## src/dic_pkg.sv

```systemverilog
`default_nettype none

package dic_pkg;

	localparam int MAX_INTERVALS = 32;
	localparam int VALUE_BITS    = 16;
	localparam int FIELD_W       = 16;
	localparam int IDX_W         = (MAX_INTERVALS > 1) ? $clog2(MAX_INTERVALS) : 1;
	localparam int CNT_W         = $clog2(MAX_INTERVALS + 1);

	typedef logic [VALUE_BITS-1:0] value_t;
	typedef logic [CNT_W-1:0]      cnt_t;
	typedef logic [IDX_W-1:0]      idx_t;

	typedef struct packed {
		value_t lo;
		value_t hi;
	} entry_t;

	typedef enum logic [2:0] {
		ST_COVERED  = 3'd0,
		ST_NEW      = 3'd1,
		ST_UP       = 3'd2,
		ST_DOWN     = 3'd3,
		ST_MERGED   = 3'd4,
		ST_FULL     = 3'd5,
		ST_INTERVAL = 3'd6,
		ST_EMPTY    = 3'd7
	} status_t;

	typedef enum logic [2:0] {
		K_COVER = 3'd0,
		K_NEW   = 3'd1,
		K_UP    = 3'd2,
		K_DOWN  = 3'd3,
		K_MERGE = 3'd4,
		K_FULL  = 3'd5
	} kind_t;

	typedef struct packed {
		logic  reach;
		kind_t kind;
	} cls_t;

	localparam logic OP_ADD  = 1'b0;
	localparam logic OP_LIST = 1'b1;

endpackage

`default_nettype wire

```

## src/disjoint_interval_coalescer.sv

```systemverilog
`default_nettype none

// Keeps up to MAX_INTERVALS sorted, disjoint, non-adjacent intervals in a single-port-read
// table memory and walks it one entry per cycle, a list walk only while the output is free.
// An add searches the entries in order, then decides, then moves entries when an interval
// opens or two merge, then writes a new interval after a move, and then emits its result.
// A list gives one result per cycle while the output is not stalled, or a single empty
// result when the table is empty. The input is taken only when the sequencer is idle;
// a finished result may still wait in the output register. No clearing pass runs after
// reset; only entries below the count are read.
module disjoint_interval_coalescer (
	input  logic                          clk,
	input  logic                          arst_n,
	input  logic                          in_valid,
	output logic                          in_stall,
	input  logic                          operation,
	input  logic [dic_pkg::FIELD_W-1:0]   value,
	output logic                          out_valid,
	input  logic                          out_stall,
	output logic [2:0]                    status,
	output logic [dic_pkg::FIELD_W-1:0]   range_low,
	output logic [dic_pkg::FIELD_W-1:0]   range_high,
	output logic                          last_result
);
	import dic_pkg::*;

	typedef enum logic [7:0] {
		S_IDLE   = 8'b0000_0001,
		S_SRCH   = 8'b0000_0010,
		S_DECIDE = 8'b0000_0100,
		S_SHL    = 8'b0000_1000,
		S_SHR    = 8'b0001_0000,
		S_INS    = 8'b0010_0000,
		S_LIST   = 8'b0100_0000,
		S_EMIT   = 8'b1000_0000
	} state_t;

	entry_t  mem [MAX_INTERVALS];
	entry_t  rd_q;
	logic    rd_en;
	idx_t    rd_addr;
	logic    wr_en;
	idx_t    wr_addr;
	entry_t  wr_data;

	state_t  state_q;
	cnt_t    count_q;
	cnt_t    ptr_q;
	cnt_t    i_q;
	cnt_t    src_q;
	value_t  v_q;
	entry_t  prev_q;
	status_t pend_st_q;
	value_t  pend_lo_q;
	value_t  pend_hi_q;

	logic    out_valid_q;
	status_t out_st_q;
	value_t  out_lo_q;
	value_t  out_hi_q;
	logic    out_last_q;

	logic    out_free;
	logic    out_load;
	logic    has_prev;
	logic    has_cur;
	logic    full;
	cls_t    cls;
	cnt_t    ptr_nx;
	cnt_t    i_nx;
	cnt_t    src_nx;

	assign out_free  = !out_valid_q || !out_stall;
	assign out_load  = ((state_q == S_LIST) || (state_q == S_EMIT)) && out_free;
	assign has_prev  = (i_q != '0);
	assign has_cur   = (i_q < count_q);
	assign full      = (count_q == CNT_W'(MAX_INTERVALS));
	assign ptr_nx    = ptr_q + 1'b1;
	assign i_nx      = i_q + 1'b1;
	assign src_nx    = src_q + 1'b1;

	assign in_stall    = (state_q != S_IDLE);
	assign out_valid   = out_valid_q;
	assign status      = out_st_q;
	assign range_low   = FIELD_W'(out_lo_q);
	assign range_high  = FIELD_W'(out_hi_q);
	assign last_result = out_last_q;

	dic_classify u_classify (
		.v        (v_q),
		.prev     (prev_q),
		.cur      (rd_q),
		.has_prev (has_prev),
		.has_cur  (has_cur),
		.full     (full),
		.cls      (cls)
	);

	// table port control
	always_comb begin
		rd_en   = 1'b0;
		rd_addr = '0;
		wr_en   = 1'b0;
		wr_addr = '0;
		wr_data = rd_q;
		case (state_q)
			S_IDLE: begin
				if (in_valid && count_q != '0) begin
					rd_en = 1'b1;
				end
			end
			S_SRCH: begin
				if (!cls.reach && ptr_nx != count_q) begin
					rd_en   = 1'b1;
					rd_addr = ptr_nx[IDX_W-1:0];
				end
			end
			S_DECIDE: begin
				case (cls.kind)
					K_MERGE: begin
						wr_en   = 1'b1;
						wr_addr = IDX_W'(i_q - 1'b1);
						wr_data = '{lo: prev_q.lo, hi: rd_q.hi};
						if (i_nx < count_q) begin
							rd_en   = 1'b1;
							rd_addr = i_nx[IDX_W-1:0];
						end
					end
					K_UP: begin
						wr_en   = 1'b1;
						wr_addr = IDX_W'(i_q - 1'b1);
						wr_data = '{lo: prev_q.lo, hi: v_q};
					end
					K_DOWN: begin
						wr_en   = 1'b1;
						wr_addr = i_q[IDX_W-1:0];
						wr_data = '{lo: v_q, hi: rd_q.hi};
					end
					K_NEW: begin
						if (count_q > i_q) begin
							rd_en   = 1'b1;
							rd_addr = IDX_W'(count_q - 1'b1);
						end else begin
							wr_en   = 1'b1;
							wr_addr = i_q[IDX_W-1:0];
							wr_data = '{lo: v_q, hi: v_q};
						end
					end
					default: begin
					end
				endcase
			end
			S_SHL: begin
				wr_en   = 1'b1;
				wr_addr = IDX_W'(src_q - 1'b1);
				if (src_nx < count_q) begin
					rd_en   = 1'b1;
					rd_addr = src_nx[IDX_W-1:0];
				end
			end
			S_SHR: begin
				wr_en   = 1'b1;
				wr_addr = src_nx[IDX_W-1:0];
				if (src_q > i_q) begin
					rd_en   = 1'b1;
					rd_addr = IDX_W'(src_q - 1'b1);
				end
			end
			S_INS: begin
				wr_en   = 1'b1;
				wr_addr = i_q[IDX_W-1:0];
				wr_data = '{lo: v_q, hi: v_q};
			end
			S_LIST: begin
				if (out_free && ptr_nx != count_q) begin
					rd_en   = 1'b1;
					rd_addr = ptr_nx[IDX_W-1:0];
				end
			end
			default: begin
			end
		endcase
	end

	always_ff @(posedge clk) begin
		if (wr_en) begin
			mem[wr_addr] <= wr_data;
		end
		if (rd_en) begin
			rd_q <= mem[rd_addr];
		end
	end

	always_ff @(posedge clk or negedge arst_n) begin
		if (!arst_n) begin
			state_q     <= S_IDLE;
			count_q     <= '0;
			ptr_q       <= '0;
			i_q         <= '0;
			src_q       <= '0;
			v_q         <= '0;
			prev_q      <= '0;
			pend_st_q   <= ST_EMPTY;
			pend_lo_q   <= '0;
			pend_hi_q   <= '0;
			out_valid_q <= 1'b0;
			out_st_q    <= ST_EMPTY;
			out_lo_q    <= '0;
			out_hi_q    <= '0;
			out_last_q  <= 1'b0;
		end else begin
			if (out_load) begin
				out_valid_q <= 1'b1;
			end else if (out_valid_q && !out_stall) begin
				out_valid_q <= 1'b0;
			end
			case (state_q)
				S_IDLE: begin
					if (in_valid) begin
						ptr_q <= '0;
						i_q   <= '0;
						v_q   <= VALUE_BITS'(value);
						if (operation == OP_LIST) begin
							if (count_q == '0) begin
								pend_st_q <= ST_EMPTY;
								pend_lo_q <= '0;
								pend_hi_q <= '0;
								state_q   <= S_EMIT;
							end else begin
								state_q <= S_LIST;
							end
						end else if (count_q == '0) begin
							state_q <= S_DECIDE;
						end else begin
							state_q <= S_SRCH;
						end
					end
				end
				S_SRCH: begin
					if (cls.reach) begin
						i_q     <= ptr_q;
						state_q <= S_DECIDE;
					end else begin
						prev_q <= rd_q;
						if (ptr_nx == count_q) begin
							i_q     <= count_q;
							state_q <= S_DECIDE;
						end else begin
							ptr_q <= ptr_nx;
						end
					end
				end
				S_DECIDE: begin
					case (cls.kind)
						K_COVER: begin
							pend_st_q <= ST_COVERED;
							pend_lo_q <= rd_q.lo;
							pend_hi_q <= rd_q.hi;
							state_q   <= S_EMIT;
						end
						K_MERGE: begin
							pend_st_q <= ST_MERGED;
							pend_lo_q <= prev_q.lo;
							pend_hi_q <= rd_q.hi;
							if (i_nx < count_q) begin
								src_q   <= i_nx;
								state_q <= S_SHL;
							end else begin
								count_q <= count_q - 1'b1;
								state_q <= S_EMIT;
							end
						end
						K_UP: begin
							pend_st_q <= ST_UP;
							pend_lo_q <= prev_q.lo;
							pend_hi_q <= v_q;
							state_q   <= S_EMIT;
						end
						K_DOWN: begin
							pend_st_q <= ST_DOWN;
							pend_lo_q <= v_q;
							pend_hi_q <= rd_q.hi;
							state_q   <= S_EMIT;
						end
						K_FULL: begin
							pend_st_q <= ST_FULL;
							pend_lo_q <= v_q;
							pend_hi_q <= v_q;
							state_q   <= S_EMIT;
						end
						default: begin
							pend_st_q <= ST_NEW;
							pend_lo_q <= v_q;
							pend_hi_q <= v_q;
							if (count_q > i_q) begin
								src_q   <= count_q - 1'b1;
								state_q <= S_SHR;
							end else begin
								count_q <= count_q + 1'b1;
								state_q <= S_EMIT;
							end
						end
					endcase
				end
				S_SHL: begin
					if (src_nx < count_q) begin
						src_q <= src_nx;
					end else begin
						count_q <= count_q - 1'b1;
						state_q <= S_EMIT;
					end
				end
				S_SHR: begin
					if (src_q > i_q) begin
						src_q <= src_q - 1'b1;
					end else begin
						state_q <= S_INS;
					end
				end
				S_INS: begin
					count_q <= count_q + 1'b1;
					state_q <= S_EMIT;
				end
				S_LIST: begin
					if (out_free) begin
						out_st_q    <= ST_INTERVAL;
						out_lo_q    <= rd_q.lo;
						out_hi_q    <= rd_q.hi;
						out_last_q  <= (ptr_nx == count_q);
						if (ptr_nx == count_q) begin
							state_q <= S_IDLE;
						end else begin
							ptr_q <= ptr_nx;
						end
					end
				end
				S_EMIT: begin
					if (out_free) begin
						out_st_q    <= pend_st_q;
						out_lo_q    <= pend_lo_q;
						out_hi_q    <= pend_hi_q;
						out_last_q  <= 1'b1;
						state_q     <= S_IDLE;
					end
				end
				default: begin
					state_q <= S_IDLE;
				end
			endcase
		end
	end

	a_count_bound: assert property (@(posedge clk) disable iff (!arst_n)
		count_q <= CNT_W'(MAX_INTERVALS))
		else $error("interval count above table size");

	a_busy_after_accept: assert property (@(posedge clk) disable iff (!arst_n)
		(in_valid && !in_stall) |=> in_stall)
		else $error("sequencer did not leave idle after a transaction");

	a_write_in_range: assert property (@(posedge clk) disable iff (!arst_n)
		wr_en |-> ({1'b0, wr_addr} <= {1'b0, count_q}))
		else $error("table write beyond occupied entries");

	a_partial_list: assert property (@(posedge clk) disable iff (!arst_n)
		(out_valid_q && !out_last_q) |-> (state_q == S_LIST))
		else $error("non-final result outside a list walk");

endmodule

`default_nettype wire

```

## src/dic_classify.sv

```systemverilog
`default_nettype none

module dic_classify (
	input  dic_pkg::value_t v,
	input  dic_pkg::entry_t prev,
	input  dic_pkg::entry_t cur,
	input  logic            has_prev,
	input  logic            has_cur,
	input  logic            full,
	output dic_pkg::cls_t   cls
);
	import dic_pkg::*;

	logic covered;
	logic join_low;
	logic join_high;

	always_comb begin
		covered   = has_cur && (cur.lo <= v);
		join_low  = has_prev && (({1'b0, prev.hi} + 1'b1) == {1'b0, v});
		join_high = has_cur && (v != '1) && ({1'b0, cur.lo} == ({1'b0, v} + 1'b1));
		cls.reach = (cur.hi >= v);
		if (covered) begin
			cls.kind = K_COVER;
		end else if (join_low && join_high) begin
			cls.kind = K_MERGE;
		end else if (join_low) begin
			cls.kind = K_UP;
		end else if (join_high) begin
			cls.kind = K_DOWN;
		end else if (full) begin
			cls.kind = K_FULL;
		end else begin
			cls.kind = K_NEW;
		end
	end

endmodule

`default_nettype wire

```

## config.mk

```make
export PLATFORM = sky130hd
export DESIGN_NAME = disjoint_interval_coalescer
export DESIGN_NICKNAME = d
export VERILOG_FILES = /design/src/dic_pkg.sv /design/src/disjoint_interval_coalescer.sv /design/src/dic_classify.sv
export SDC_FILE = /design/constraint.sdc
export NUM_CORES = 2
export LEC_CHECK = 0
export ABC_AREA = 1
export ABC_CLOCK_PERIOD_IN_PS = 6440
export BUFFER_PORTS_ARGS = -buffer_cell sky130_fd_sc_hd__buf_4
export CORE_MARGIN = 2
export CORE_UTILIZATION = 38
export CTS_BUF_LIST = sky130_fd_sc_hd__clkbuf_16
export DETAILED_ROUTE_END_ITERATION = 16
export PLACE_DENSITY = 0.54
export REMOVE_ABC_BUFFERS = 1
export SYNTH_ARGS = -nofsm -noshare
export SYNTH_HDL_FRONTEND = slang
export SYNTH_SLANG_ARGS = --single-unit
```

## constraint.sdc

```tcl
create_clock -name clk -period 6.44 [get_ports clk]
set_input_delay 0.966 -clock clk [delete_from_list [all_inputs] [get_ports clk]]
set_output_delay 0.966 -clock clk [all_outputs]
set_load 0.05 [all_outputs]
```

# Yosys cells after proc, flatten, opt, wreduce, memory -nomap -nowiden

Memory sizes are Yosys's and may differ from the RTL's. A register that Yosys moved wholly into a read port is not among the register bits.
Cells that the tools add are included.

Bits in registers: 152
Bits in writable memories: 1024
Input port bits: 21
Output and inout port bits: 38
Logic and storage cells: 204
Memories: 1

$add $sub $neg: 9
Order comparisons: 7
Equality and inequality tests: 37
Multiplexer cells: 93
Bitwise operators: 1
Reductions and logical operators: 40

Memories:

| name | depth | width | read ports | clocked after Yosys merged registers in | write ports | RTL line                          | source |
|---|---|---|---|---|---|---|---|
| mem  | 32    | 32    | 1          | 1                                       | 1           | disjoint_interval_coalescer.sv:38 | `entry_t mem [MAX_INTERVALS];` |

Operator list:

| cell                                          | count |
|---|---|
| one-hot mux 16 bit (2 select lines)           | 5 |
| 2-to-1 mux 16 bit                             | 8 |
| one-hot mux 32 bit (4 select lines)           | 1 |
| 2-to-1 mux 8 bit                              | 12 |
| 2-to-1 mux 6 bit                              | 13 |
| one-hot mux 32 bit (2 select lines)           | 1 |
| one-hot mux 8 bit (8 select lines)            | 1 |
| one-hot mux 6 bit (3 select lines)            | 3 |
| one-hot mux 6 bit (2 select lines)            | 3 |
| 2-to-1 mux 5 bit                              | 7 |
| adder 16 x 1 -> 17 bit, second input constant | 2 |
| 2-to-1 mux 3 bit                              | 11 |
| 2-to-1 mux 32 bit                             | 1 |
| one-hot mux 5 bit (5 select lines)            | 1 |
| adder 6 x 1 -> 6 bit, second input constant   | 4 |
| != test 2 bit, second input constant          | 11 |
| one-hot mux 5 bit (4 select lines)            | 1 |
| less-than comparator 6 bit                    | 3 |
| == test 16 x 17 -> 1 bit                      | 1 |
| == test 17 x 16 -> 1 bit                      | 1 |
| >= comparator 16 bit                          | 1 |
| <= comparator 16 bit                          | 1 |
| != test 16 bit, second input constant         | 1 |
| one-hot mux 8 bit (2 select lines)            | 1 |
| other kinds (45)                              | 93 |

# Longest topological paths before layout

Word-level depth: 13
Gate-level depth with buffers: 28
Depth with buffers taken out: 26

# By module

Synthesis repeated with hierarchy kept, for this count alone.

Cells, all modules: 6300
Area, all modules: 59462.0 um^2

Modules (own cells, without submodules):

| module                      | times used | cells an instance | area each (um^2) | seq. area each (um^2) |
|---|---|---|---|---|
| disjoint_interval_coalescer | 1          | 5884              | 57216.1          | 35522.8 |
| dic_classify                | 1          | 416               | 2245.9           | 0.0 |

# Least setup slack after synthesis

No wires, ideal clock.

Path kind: register to register
From: reg v_q[15]
To: mem mem[10][0] (netlist name) (enable)
Library setup time: 0.421 ns
Arrival time: 4.414 ns
Data required time: 6.019 ns
Setup slack: 1.605 ns
Stages on the path, launching flop included: 23
Buffers on the path: 2
Clock period less this slack: 4.835 ns
Cell sequence: dfrtp_1 clkbuf_1 inv_1 ha_1 nand2_1 inv_1 nand3_1 nor3_1 nand2_1 nand2_1 nand2_1 nand2_1 buf_2 inv_1 nor2_1 nand2_1 nand2_1 a22oi_1 o21ai_0 inv_1 nor2_1 nand2_1 nor2_1

Cells in the longest elaborated chain, start to end: 13
Elaborated cells on any way between the ends: 26
Classes of those cells: add/sub: 1; order compare: 1; eq/ne: 7; mux: 10; reduce/logical: 7

Ends and longest elaborated chain:

| element                                                              | RTL line                           | source |
|---|---|---|
| start, declared                                                      | disjoint_interval_coalescer.sv:51  | `value_t v_q;` |
| start signal, assigned                                               | disjoint_interval_coalescer.sv:222 | `v_q <= VALUE_BITS'(value);` |
| adder 16 x 1 -> 17 bit / != test 16 bit (equally long branches)      | dic_classify.sv:21                 | `join_high = has_cur && (v != '1) && ({1'b0, cur.lo} == ({1'b0, v} + 1'b1));` |
| == test 16 x 17 -> 1 bit / logical AND 1 bit (equally long branches) | dic_classify.sv:21                 |  |
| logical AND 1 bit                                                    | dic_classify.sv:21                 |  |
| 2-to-1 mux 3 bit                                                     | dic_classify.sv:29                 | `end else if (join_high) begin` |
| 2-to-1 mux 3 bit                                                     | dic_classify.sv:27                 | `end else if (join_low) begin` |
| 2-to-1 mux 3 bit                                                     | dic_classify.sv:25                 | `end else if (join_low && join_high) begin` |
| 2-to-1 mux 3 bit (*)                                                 | dic_classify.sv:23                 | `if (covered) begin` |
| == test 3 x 2 -> 1 bit / == test 3 bit (equally long branches)       | disjoint_interval_coalescer.sv:119 | `case (cls.kind)` |
| OR reduction 3 bit (no source line)                                  | -                                  |  |
| one-hot mux 1 bit (2 select lines)                                   | disjoint_interval_coalescer.sv:119 |  |
| one-hot mux 1 bit (2 select lines)                                   | disjoint_interval_coalescer.sv:106 | `case (state_q)` |
| 2-to-1 mux 1 bit                                                     | disjoint_interval_coalescer.sv:186 | `if (wr_en) begin` |
| 2-to-1 mux 1 bit (implied by the code)                               | disjoint_interval_coalescer.sv:187 | `mem[wr_addr] <= wr_data;` |
| end, declared                                                        | disjoint_interval_coalescer.sv:38  |  |

Every way passes the cells marked *; elsewhere a longest branch is shown, timed or not.

# Final worst setup path

From: reg v_q[4]
To: mem mem[13][17] (netlist name) (enable)

The elaborated chain is that of the path after synthesis.

==> impl_metrics.json <==
{
  "via_per_inst": 5.52,
  "clk_pin_slew_worst_paths_ns": 0.06,
  "syn_avg_cell_area_sq_um": 9.39,
  "cts_setup_buffers": 0,
  "die_h_um": 400,
  "layout-drive-gt1-share_pct": 7.81,
  "fin_crit_ns": 5.99,
  "overflow": 0,
  "end_kind": "flop",
  "max-slew-margin-rel_pct": 0.722,
  "whs_ns": 0.346,
  "path_class": "reg2reg",
  "synthFlopType": "edfxtp_1",
  "yosysMostFrequentCell": "inv_1",
  "n_antenna_cell": 0,
  "cts-htree-levels": 4,
  "power_density_mw_per_mm2": 452,
  "dr_wl_met2_mm": 93.3,
  "place.gp.congestion": 0.946,
  "num_vias": 46700,
  "cp_max_fo": 18,
  "start_kind": "flop",
  "final_cells": 8463,
  "synth_top_area_share_pct": 53.3,
  "core_area_sq_mm": 0.156,
  "maxUsedRoutingLayer": "met4",
  "setup_viol": 0,
  "grt_pass1_wl_mm": 302,
  "status": "finished with violations",
  "dr.pass1.iters": 6,
  "cts_root_buf": "clkbuf_16",
  "cts_buffers": 139,
  "synth-async-reset-ratio_pct": 12.6,
  "first_global_vias": 44100,
  "maxCapViolations": 1,
  "wire_per_inst_um": 24.3,
  "post_cts_resized": 0,
  "area_delta_synth_final_pct": 13.2,
  "tightestPinTransition_ns": 1.49,
  "worstPathRequired_ns": 6.90,
  "ff2ff_path_depth": 23,
  "num_io_pins": 59,
  "die_w_um": 400,
  "hp-class": "in2async",
  "postCtsHoldBufs": 0,
  "clock_sinks": 1208,
  "cts_tree": "built",
  "syn_area_sq_mm": 0.0594,
  "rr_startpoint": "v_q[4]",
  "drcViolationCount": 0,
  "rsz0062_at_grt": "no",
  "ys_seq_area_share_pct": 59.8,
  "yosysUniqueCellTypes": 52,
  "skew_ns": 0.0323,
  "wl_met1_mm": 88.5,
  "rrSetupSlack_ns": 0.45,
  "hpwlAfterDp_mm": 118,
  "ys_ff_latch": 1208,
  "netlist_top_cells_area": "edfxtp_1, nand3_1, inv_1, nand2_1, dfrtp_1",
  "slew_viol_final": 0,
  "yosysWarnings": 0,
  "grt_max_degree": 221,
  "dp.cells": 8211,
  "p_leak_nw": 28.6,
  "fp-row-count": 145,
  "drt_iter0_markers": 5519,
  "die-area_sq_mm": 0.160,
  "vdd_drop_max_uv": 275,
  "synth_edf_count": 1056,
  "ant_nets": 0,
  "port_buffers": 58,
  "global_route.usage.total_pct": 25.6,
  "max_freq_mhz": 167,
  "failed_checks": "capacitance limit",
  "worst-endpoint-arrival_ns": 6.44,
  "antenna_found_initial": 3,
  "clockBufferDepth": 3,
  "yosysTopAreaCell": "edfxtp_1",
  "netlist_instances": 6329,
  "r2r-end": "mem[13][17]",
  "routed_wl_mm": 205,
  "yosys-top-cells-count": "inv_1, nand2_1, edfxtp_1",
  "final_nets": 6379,
  "route.met3.wl_mm": 15.4,
  "fin_crit_sh_pct": 93.0,
  "initial_utilization_pct": 38.1,
  "hold_violations": 0,
  "insertion_delay_ns": 0.79
}
==> layout make-up <==
type | count | area (sq um)
inverter | 1202 | 4530
multi-input combinational | 3507 | 17900
sequential | 1208 | 35500
timing repair buffer | 236 | 2290
clock inverter | 106 | 837
fill | 15000 | 88500
clock buffer | 146 | 3650
tap | 2058 | 2570
==> sequential cells by signal, indices dropped and copies added (netlist names) <==
register,flops
pend_hi_q,16
count_q,6
state_q,8
i_q,6
status,3
last_result,1
range_low,16
src_q,6
ptr_q,6
range_high,16
pend_lo_q,16
mem,1024
pend_st_q,3
out_valid,1
rd_q,32
prev_q,32
v_q,16
==> worst max path at each step <==
| stage | depth (start not counted) | slack (ns) | end | from |
|---|---|---|---|---|
| global route | 23 | 0.20 | mem[13][17] | v_q[4] |
| detailed placement | 23 | 0.69 | mem[13][17] | v_q[4] |
| global placement | 23 | 0.72 | rd_q[25] | v_q[4] |
| finish | 23 | 0.45 | mem[13][17] | v_q[4] |
| CTS | 23 | 0.65 | mem[13][17] | v_q[4] |
| floorplan | 12 | -24.19 | rd_q[11] | state_q[7] |
==> cells in the final DEF (no fill, tap or decap), types with 5 or more instances in the layout <==
| cell | count |
|---|---|
| clkbuf_16 | 146 |
| dfrtp_1 | 145 |
| o21ai_0 | 158 |
| buf_4 | 194 |
| o221ai_1 | 15 |
| inv_1 | 1227 |
| a31oi_1 | 34 |
| nor2_4 | 37 |
| edfxtp_1 | 1056 |
| nand3_1 | 1005 |
| o211ai_1 | 59 |
| o31ai_1 | 5 |
| nor2_2 | 6 |
| o22ai_1 | 8 |
| dfstp_2 | 7 |
| buf_12 | 41 |
| a21oi_1 | 100 |
| nor2_1 | 198 |
| nand2_1 | 1173 |
| xnor2_1 | 13 |
| xor2_1 | 34 |
| inv_2 | 7 |
| nand4_1 | 533 |
| a221oi_1 | 8 |
| bufinv_16 | 13 |
| clkinv_2 | 17 |
| ha_1 | 64 |
| nor3_1 | 11 |
| clkinv_1 | 30 |
==> cells by family (layout without fill, tap and decap cells) <==
family          after synthesis  after routing  synth area share, %
fa+ha+maj                    64             64                 1.35
flops                      1208           1208                 59.8
xor+xnor                     47             47                0.692
buf+inv                    1614           1690                 10.7
simple gates               2987           2987                 23.5
compound gates              409            409                 4.04
==> per-layer routing <==
metal	GRT usage (%)	vias to the layer above
li1	-	21400
met1	35.9	22800
met2	39.9	2102
met4	10.1	0
met5	0	-
met3	3.77	421
==> worst max-delay path, stage by stage, from the launching register on <==
cell	delay, ns
dfrtp_1	0.65
clkinv_1	0.50
ha_1	0.34
a21oi_1	0.17
nor2_1	0.06
nor3_1	0.24
nand2_1	0.11
nand2_1	0.07
nand2_1	0.05
nand2_1	0.05
nand2_1	0.06
buf_4	0.21
nand2_4	0.26
nor2_4	0.13
nand2_1	0.10
nand2_1	0.13
inv_1	0.09
o22ai_1	0.06
nand2_1	0.07
o21ai_0	0.09
nor2_1	0.44
nand2_1	0.61
nor2_4	0.73
buf_4	0.38
==> where the power goes <==
part | switching [mW] | total, mW | internal (mW)
combinational | 8.09 | 11.1 | 3.03
sequential | 0.895 | 11.4 | 10.5
clock | 3.30 | 7.91 | 4.61
==> metrics by stage <==
step	util [%]	setup TNS (ns)	setup WS (ns)	area [sq um]	total power [mW]
floorplan	-	-6108.85	-24.19	57600	18.2
global placement	40.3	0	0.717	62800	22.5
detailed placement	40.3	0	0.689	62800	22.5
CTS	43.2	0	0.652	67300	30.4
global route	43.2	0	0.202	67300	31.9
finish	43.2	0	0.453	67300	30.4
Note: power is estimated with default switching activity, not from simulation.
